`src/hw/rtl/fjsp_pkg.sv`:
```
// fjsp_pkg: phase codes, character constants, the result word type and
// byte helpers for the flat string-pair parser; depends on nothing
`timescale 1ns / 1ps
`default_nettype none

package fjsp_pkg;

   localparam logic [3:0] PH_SEEK_BRACE = 4'd0;
   localparam logic [3:0] PH_PRE_KEY    = 4'd1;
   localparam logic [3:0] PH_KEY_SEEK   = 4'd2;
   localparam logic [3:0] PH_KEY        = 4'd3;
   localparam logic [3:0] PH_KEY_ESC    = 4'd4;
   localparam logic [3:0] PH_PRE_VAL    = 4'd5;
   localparam logic [3:0] PH_VAL_SEEK   = 4'd6;
   localparam logic [3:0] PH_VAL        = 4'd7;
   localparam logic [3:0] PH_VAL_ESC    = 4'd8;
   localparam logic [3:0] PH_DONE       = 4'd9;

   localparam logic [7:0] CH_LBRACE = 8'h7B;
   localparam logic [7:0] CH_RBRACE = 8'h7D;
   localparam logic [7:0] CH_COMMA  = 8'h2C;
   localparam logic [7:0] CH_COLON  = 8'h3A;
   localparam logic [7:0] CH_BSLASH = 8'h5C;
   localparam logic [7:0] CH_QUOTE  = 8'h22;
   localparam logic [7:0] CH_N      = 8'h6E;
   localparam logic [7:0] CH_R      = 8'h72;
   localparam logic [7:0] CH_T      = 8'h74;
   localparam logic [7:0] CH_LF     = 8'h0A;
   localparam logic [7:0] CH_CR     = 8'h0D;
   localparam logic [7:0] CH_TAB    = 8'h09;
   localparam logic [7:0] CH_SPACE  = 8'h20;

   typedef struct packed {
      logic [7:0] char_code;
      logic       char_valid;
      logic       in_value;
      logic       pair_end;
      logic       message_end;
      logic       last_of_run;
   } rsp_word_type;

   function automatic logic [7:0] unescape(input logic [7:0] b);
      logic [7:0] r;
      case (b)
         CH_N:    r = CH_LF;
         CH_R:    r = CH_CR;
         CH_T:    r = CH_TAB;
         default: r = b;
      endcase
      return r;
   endfunction

   function automatic logic is_ws(input logic [7:0] b);
      return (b == CH_SPACE) || ((b >= CH_TAB) && (b <= CH_CR));
   endfunction

endpackage

`default_nettype wire

```
`src/hw/rtl/flat_json_string_pair_parser.sv`:
```
// flat_json_string_pair_parser: byte-wide parser for flat objects of quoted
// string keys and values; depends on fjsp_pkg
//
//  channel | direction | ports                                  | per word
//  --------+-----------+----------------------------------------+-------------------
//  req     | in        | req_valid, req_stall, req_in_byte,     | one message byte
//          |           | req_final_byte                         |
//  rsp     | out       | rsp_valid, rsp_stall, rsp_char_code..  | char or marker
//
//  one byte is taken per cycle while req_stall is low; the phase logic runs in the
//  accept cycle and writes zero, one or two result words into a 4-word output queue
//  a byte that yields two words needs two output reads, so with rsp_stall low the
//  sustained rate is one byte per cycle when each byte yields at most one word
//  req_stall rises while fewer than two queue slots are free
//  synchronous reset returns the parser to brace search and empties the queue
`timescale 1ns / 1ps
`default_nettype none

module flat_json_string_pair_parser (
   input  wire logic       clock,
   input  wire logic       reset,
   input  wire logic       req_valid,
   output logic            req_stall,
   input  wire logic [7:0] req_in_byte,
   input  wire logic       req_final_byte,
   output logic            rsp_valid,
   input  wire logic       rsp_stall,
   output logic [7:0]      rsp_char_code,
   output logic            rsp_char_valid,
   output logic            rsp_in_value,
   output logic            rsp_pair_end,
   output logic            rsp_message_end,
   output logic            rsp_last_of_run
);
   import fjsp_pkg::*;

   // parser state
   logic [3:0] phase_ff, phase_in;
   logic       khc_ff, khc_in;

   // output queue: 4 words, two may be written per cycle
   rsp_word_type queue_ff [4];
   logic [1:0]   wr_ptr_ff, wr_ptr_in;
   logic [1:0]   rd_ptr_ff, rd_ptr_in;
   logic [2:0]   count_ff, count_in;

   logic         req_take, rsp_take;
   logic [7:0]   b;
   logic         fin;
   logic         ch_ok, ch_val, pe, me;
   logic [7:0]   ch;
   logic         was_done;
   logic [3:0]   ph_mid;
   logic         khc_mid;
   logic         marker;
   rsp_word_type word0, word1;
   logic [1:0]   n_push;

   assign req_stall = (count_ff > 3'd2);
   assign req_take  = req_valid && !req_stall;
   assign rsp_valid = (count_ff != 3'd0);
   assign rsp_take  = rsp_valid && !rsp_stall;
   assign b   = req_in_byte;
   assign fin = req_final_byte;

   // phase step for one byte
   always_comb begin
      ch_ok    = 1'b0;
      ch_val   = 1'b0;
      ch       = 8'd0;
      pe       = 1'b0;
      me       = 1'b0;
      ph_mid   = phase_ff;
      khc_mid  = khc_ff;
      was_done = (phase_ff >= PH_DONE);
      case (phase_ff)
         PH_SEEK_BRACE: begin
            if (b == CH_LBRACE) ph_mid = PH_PRE_KEY;
         end
         PH_PRE_KEY: begin
            if (!(is_ws(b) || b == CH_COMMA)) begin
               khc_mid = 1'b0;
               if (b == CH_RBRACE) begin
                  me     = 1'b1;
                  ph_mid = PH_DONE;
               end else if (b == CH_QUOTE) begin
                  ph_mid = PH_KEY;
               end else begin
                  ph_mid = PH_KEY_SEEK;
               end
            end
         end
         PH_KEY_SEEK: begin
            if (b == CH_QUOTE) begin
               khc_mid = 1'b0;
               ph_mid  = PH_KEY;
            end
         end
         PH_KEY: begin
            if (b == CH_QUOTE) begin
               // empty key closes the message without a pair
               if (khc_ff) ph_mid = PH_PRE_VAL;
               else begin
                  me     = 1'b1;
                  ph_mid = PH_DONE;
               end
            end else if (b == CH_BSLASH && !fin) begin
               ph_mid = PH_KEY_ESC;
            end else begin
               ch_ok   = 1'b1;
               ch      = b;
               khc_mid = 1'b1;
            end
         end
         PH_KEY_ESC: begin
            ch_ok   = 1'b1;
            ch      = unescape(b);
            khc_mid = 1'b1;
            ph_mid  = PH_KEY;
         end
         PH_PRE_VAL: begin
            if (!(is_ws(b) || b == CH_COLON))
               ph_mid = (b == CH_QUOTE) ? PH_VAL : PH_VAL_SEEK;
         end
         PH_VAL_SEEK: begin
            if (b == CH_QUOTE) ph_mid = PH_VAL;
         end
         PH_VAL: begin
            if (b == CH_QUOTE) begin
               pe      = 1'b1;
               khc_mid = 1'b0;
               ph_mid  = PH_PRE_KEY;
            end else if (b == CH_BSLASH && !fin) begin
               ph_mid = PH_VAL_ESC;
            end else begin
               ch_ok  = 1'b1;
               ch     = b;
               ch_val = 1'b1;
            end
         end
         PH_VAL_ESC: begin
            ch_ok  = 1'b1;
            ch     = unescape(b);
            ch_val = 1'b1;
            ph_mid = PH_VAL;
         end
         default: begin
            // finished: bytes are dropped until the final one
         end
      endcase

      phase_in = ph_mid;
      khc_in   = khc_mid;
      if (fin) begin
         // end of input ends the message unless already done, with any pending pair
         if (!was_done && !me) begin
            me = 1'b1;
            if ((((ph_mid == PH_KEY) || (ph_mid == PH_KEY_ESC)) && khc_mid) ||
                ((ph_mid >= PH_PRE_VAL) && (ph_mid <= PH_VAL_ESC)))
               pe = 1'b1;
         end
         phase_in = PH_SEEK_BRACE;
         khc_in   = 1'b0;
      end
   end

   // result words: char word first, marker word second
   always_comb begin
      marker = pe || me;
      word1  = '{char_code: 8'd0, char_valid: 1'b0, in_value: 1'b0,
                 pair_end: pe, message_end: me, last_of_run: 1'b1};
      if (ch_ok)
         word0 = '{char_code: ch, char_valid: 1'b1, in_value: ch_val,
                    pair_end: 1'b0, message_end: 1'b0, last_of_run: !marker};
      else
         word0 = word1;
      n_push = {1'b0, ch_ok} + {1'b0, marker};
   end

   // queue pointers and fill count
   always_comb begin
      wr_ptr_in = wr_ptr_ff;
      rd_ptr_in = rd_ptr_ff;
      count_in  = count_ff;
      if (req_take) begin
         wr_ptr_in = wr_ptr_ff + n_push;
         count_in  = count_in + {1'b0, n_push};
      end
      if (rsp_take) begin
         rd_ptr_in = rd_ptr_ff + 2'd1;
         count_in  = count_in - 3'd1;
      end
   end

   always_ff @(posedge clock) begin
      if (reset) begin
         phase_ff  <= PH_SEEK_BRACE;
         khc_ff    <= 1'b0;
         wr_ptr_ff <= 2'd0;
         rd_ptr_ff <= 2'd0;
         count_ff  <= 3'd0;
      end else begin
         if (req_take) begin
            phase_ff <= phase_in;
            khc_ff   <= khc_in;
         end
         wr_ptr_ff <= wr_ptr_in;
         rd_ptr_ff <= rd_ptr_in;
         count_ff  <= count_in;
      end
   end

   // queue payload, no reset
   always_ff @(posedge clock) begin
      if (req_take && (n_push != 2'd0)) begin
         queue_ff[wr_ptr_ff] <= word0;
         if (n_push == 2'd2) queue_ff[wr_ptr_ff + 2'd1] <= word1;
      end
   end

   assign rsp_char_code   = queue_ff[rd_ptr_ff].char_code;
   assign rsp_char_valid  = queue_ff[rd_ptr_ff].char_valid;
   assign rsp_in_value    = queue_ff[rd_ptr_ff].in_value;
   assign rsp_pair_end    = queue_ff[rd_ptr_ff].pair_end;
   assign rsp_message_end = queue_ff[rd_ptr_ff].message_end;
   assign rsp_last_of_run = queue_ff[rd_ptr_ff].last_of_run;

endmodule

`default_nettype wire

```
`config.mk`:
```
export PLATFORM = sky130hd
export DESIGN_NAME = flat_json_string_pair_parser
export DESIGN_NICKNAME = d
export VERILOG_FILES = /design/src/hw/rtl/fjsp_pkg.sv /design/src/hw/rtl/flat_json_string_pair_parser.sv
export SDC_FILE = /design/constraint.sdc
export NUM_CORES = 1
export LEC_CHECK = 0
export BUFFER_PORTS_ARGS = -buffer_cell sky130_fd_sc_hd__clkbuf_2
export CAP_MARGIN = 20
export CELL_PAD_IN_SITES_DETAIL_PLACEMENT = 1
export CELL_PAD_IN_SITES_GLOBAL_PLACEMENT = 2
export CORE_MARGIN = 8
export CORE_UTILIZATION = 41
export DETAILED_ROUTE_END_ITERATION = 10
export PLACE_DENSITY = 0.81
export SLEW_MARGIN = 10
export SYNTH_ARGS = -nofsm -noshare
export SYNTH_HDL_FRONTEND = slang
export SYNTH_SLANG_ARGS = --single-unit
```
`constraint.sdc`:
```
create_clock -name clock -period 10.1 [get_ports clock]
set_clock_uncertainty 0.2 [all_clocks]
set_input_delay 1.01 -clock clock [delete_from_list [all_inputs] [get_ports clock]]
set_output_delay 1.01 -clock clock [all_outputs]
set_load 0.005 [all_outputs]
```
Yosys cells after proc, flatten, opt, wreduce, memory -nomap -nowiden

Memories as Yosys holds them, arrays and structs flattened. A register that Yosys moved wholly into a read port is not among the register bits.
Index checks and enable logic that the tools add are counted.
Widths: inputs -> output; s select.

Word-level logic and storage cells: 116
Input bits: 13
Output and inout bits: 15
Register bits: 12
Bits in writable memories: 52
Memories kept: 1

Mux-type cells: 51
Reductions and logical operators: 26
Add/sub/neg operators: 6
Equal/unequal tests: 21
$lt $le $gt $ge: 6

Memory list:

| name     | words | bits a word | read ports | clocked after Yosys merged registers in | wr ports | line                               | RTL |
|---|---|---|---|---|---|---|---|
| queue_ff | 4     | 13          | 1          | 1                                       | 2        | flat_json_string_pair_parser.sv:42 | `rsp_word_type queue_ff [4];` |

Operators with widths:

| kind                | number |
|---|---|
| $eq 8x7->1 const B  | 6 |
| $mux 4              | 12 |
| $pmux 4 s9          | 1 |
| $eq 8x6->1 const B  | 4 |
| $mux 1              | 25 |
| $pmux 8 s3          | 1 |
| $eq 4x3->1 const B  | 5 |
| $mux 8              | 2 |
| $pmux 8 s2          | 1 |
| $mux 13             | 1 |
| $eq 4x2->1 const B  | 3 |
| $ge 8x4->1 const B  | 1 |
| $le 8x4->1 const B  | 1 |
| $logic_and 1x1->1   | 8 |
| $logic_not 1->1     | 6 |
| $logic_or 1x1->1    | 6 |
| $mux 3              | 2 |
| $pmux 1 s2          | 3 |
| $reduce_or 2->1     | 3 |
| $add 2x1->2 const B | 2 |
| $eq 4x1->1 const B  | 1 |
| $eq 4x4->1 const B  | 1 |
| $ge 4x3->1 const B  | 1 |
| $ge 4x4->1 const B  | 1 |
| 12 further kinds    | 13 |

Depth between registers and ports, before layout

Depth after elaboration: 19
Depth in mapped cells: 18

Worst setup path after synthesis

OpenSTA, ideal clock, no wires.

Path kind: input port to flip-flop
Start: in req_in_byte[3]
End: mem queue_ff[2][1] in the netlist's numbering (enable)
Stages on the path: 12
Library setup time: 0.298 ns
Buffers on the path: 2
Arrival time: 3.926 ns
Path slack: 5.675 ns
Data required time: 9.602 ns
Cells stage by stage: buf_4 -> and4b_2 -> and3_2 -> o32a_2 -> o21ai_1 -> inv_1 -> ha_1 -> buf_1 -> nor4b_1 -> and2_1 -> nor2_1 -> inv_1

RTL lines:

| element         | line                               | RTL |
|---|---|---|
| start, declared | flat_json_string_pair_parser.sv:24 | `input wire logic [7:0] req_in_byte,` |
| end, declared   | flat_json_string_pair_parser.sv:42 |  |

==> impl_metrics.yaml <==
status:
  outcome: "finished, final reports clean"
clock_tree:
  cts_root_buf: "clkbuf_8"
  post_cts_buffers: 0
  insertion_delay_ps: 340
  cts_tree: "built"
  cts_resized: 0
  numCtsBuffers: 9
  cts_max_level: 3
  clock_sinks: 66
  clockBufferDepth: 2
  clkSlewWorstSetupHoldPaths_ps: 80
  hold_buffers: 0
finish:
  diodes: 0
  post-route-util_pct: 45.4
  drive_gt1_share_pct: 21.3
  nets: 414
  fin_cells: 507
  final_area_sq_mm: 0.00390
  area_growth_pct: 9.25
  final.fill_count: 1002
grt:
  grt_pass1_vias: 2949
  grt.total_usage_pct: 16.3
  grt_pass1_wl_mm: 15.2
  antenna_found_initial: 0
  overflow: 0
  grt_max_degree: 22
placed_design:
  dp_hpwl_mm: 6.83
  gp_congestion: 0.806
  dp.cells: 491
  postPlaceCellArea_sq_mm: 0.00371
  io_buffers: 27
critical_path:
  rrSetupSlack_ps: 5570
  cp-start-kind: "input port"
  cpPeakStageDelay_ps: 840
  cpMaxStageDelayCell: "nor4bb_1"
  cp.arrival_ps: 4690
  critical_path_class: "input port to flop"
  crit_path_end_kind: "flop"
  crit_buf_inv: 2
  cp_max_fo: 11
  cp.required_ps: 10020
  path_cells: "clkbuf_2 > and4b_2 > and3_2 > o32a_2 > o21ai_1 > inv_1 > ha_1 > nor4bb_1 > and2_1 > a21oi_1 > a211oi_1"
  crit_family: "simple AND/OR/NAND/NOR gates"
sta:
  slew_headroom_pct: 30.9
  fin_worst_hold_slack_ps: 256
  finalSetupTns_ps: 0
  clock.fmax_mhz: 209
  setup_violations: 0
  final.min_clock_period_ps: 4770
  worst_slew_pin_slew_ps: 1040
  rsz0062_at_grt: "false"
  report.final.slew_viol_count: 0
  min_period_over_period_pct: 47.3
  hold_violations: 0
synthesis:
  synthArstFlopShare_pct: 0
  synth_nets: 395
  synth_cell_types: 75
  syn-instance-count: 375
  ys_seq_elements: 66
  syn_area_sq_mm: 0.00357
  ys_seq_area_share_pct: 39.2
  synth_edf_count: 8
  postSynthAreaPerCell_sq_um: 9.52
  yosys_warnings: 0
  ys.flop_type: "dfxtp_1"
drt:
  antenna_left: 0
  drt_iter0_drc: 105
  finalWirelength_mm: 9.28
  vias: 2886
  remaining_drc_errors: 0
  via_per_inst: 5.69
  post_drt_wl_per_cell_um: 18.3
  first_pass_iters: 4
power_and_ir_drop:
  vdd_drop_max_uv: 75.1
  cellLeakagePower_nw: 1.42
  power.density_mw_per_mm2: 175
floorplan:
  rows: 34
  coreArea_sq_mm: 0.00859
  initial_core_util_pct: 41.6
  die_width_um: 109
  die_area_sq_mm: 0.0120
  die_h_um: 109
  io_pins: 28
flow_run:
  cap_violations: 0
hold_path:
  hp-class: "flop to flop"
==> metrics by stage <==
stage / worst slack [ps] / power, mW
5_1_grt: 5070 / 0.722
6_report: 5330 / 0.681
4_1_cts: 5350 / 0.690
3_3_place_gp: 4830 / 0.467
2_1_floorplan: 5680 / 0.427
3_5_place_dp: 5010 / 0.472
==> synth_stat cells, types with 6 or more instances <==
master	instances	area, sq um
a21oi_1	16	80.1
a22oi_1	7	52.6
clkbuf_1	9	33.8
dfxtp_1	58	1160
edfxtp_1	8	240
ha_1	6	75.1
inv_1	15	56.3
mux4_2	13	293
nand2_1	45	169
nand2b_1	7	43.8
nand3_1	6	30.0
nor2_1	33	124
nor3_1	7	35.0
o21ai_0	36	180
==> placed cells by master (no fill, tap or decap), drive strengths merged, types with 5 or more instances in the layout <==
| cell | netlist | layout |
|---|---|---|
| mux4 | 13 | 13 |
| nand2 | 45 | 45 |
| nand2b | 8 | 8 |
| dfxtp | 58 | 58 |
| clkbuf | 11 | 36 |
| nor2 | 33 | 33 |
| a22oi | 7 | 7 |
| nor3 | 7 | 7 |
| ha | 6 | 6 |
| o22ai | 5 | 5 |
| o21ai | 37 | 37 |
| a21oi | 16 | 16 |
| xnor2 | 5 | 5 |
| inv | 15 | 16 |
| nor2b | 6 | 6 |
| edfxtp | 8 | 8 |
| nand3 | 6 | 6 |
| o21a | 5 | 5 |
| a22o | 8 | 8 |
==> worst paths after layout <==
check,startpoint,endpoint,cells past startpoint
setup / recovery,req_in_byte[2],queue_ff[0][2],11
hold / removal,queue_ff[2][5],queue_ff[2][5],2
setup reg to reg,phase_ff[0],queue_ff[0][2],10
hold reg to reg,queue_ff[2][5],queue_ff[2][5],2
==> kinds of logic (layout without fill, tap and decap cells) <==
group	count (synthesis)	after routing	share of synthesized area, %
AOI/OAI and AO/OA	107	107	20.9
xor gates and xnor gates	8	8	1.96
adders and majority gates	7	7	2.66
buffers and inverters	35	59	5.43
DFF	66	66	39.2
muxes	16	16	9.07
and+or+nand+nor	136	136	20.7
==> layout make-up <==
cell class / instances / area [sq um] / area share (%)
clock buffers: 9 / 124 / 3.18
clock inverters: 7 / 68.8 / 1.76
inverters: 15 / 56.3 / 1.44
multi-input cells: 274 / 1980 / 50.6
flip-flops and latches: 66 / 1400 / 35.9
well taps: 108 / 135 / 3.46
repair buffers: 28 / 140 / 3.59
==> per-layer routing <==
layer	GRT usage, %	vias to the layer above	part of all wire (%)
li1	-	1415	-
met1	20.2	1424	46
met2	28.0	34	50
met3	2.93	13	2.5
met4	5.59	0	1.5
met5	0	-	0
==> worst min-delay path, cell delays in order (launching register included) <==
cell     delay, ps
dfxtp_1        330
nand2_1         40
o21ai_0         50
==> registers in the layout, indices dropped and copies added, names as in the netlist, named ones only <==
register	flops
queue_ff	52
wr_ptr_ff	2
rd_ptr_ff	2
khc_ff	1
count_ff	3
phase_ff	4
==> where the power goes <==
part           switching (mW)  leakage, nW  internal [mW]
combinational          0.0707        0.785         0.0704
clock                   0.106       0.0970          0.114
sequential             0.0305        0.533          0.291
Power figures use the tool's default switching activity.
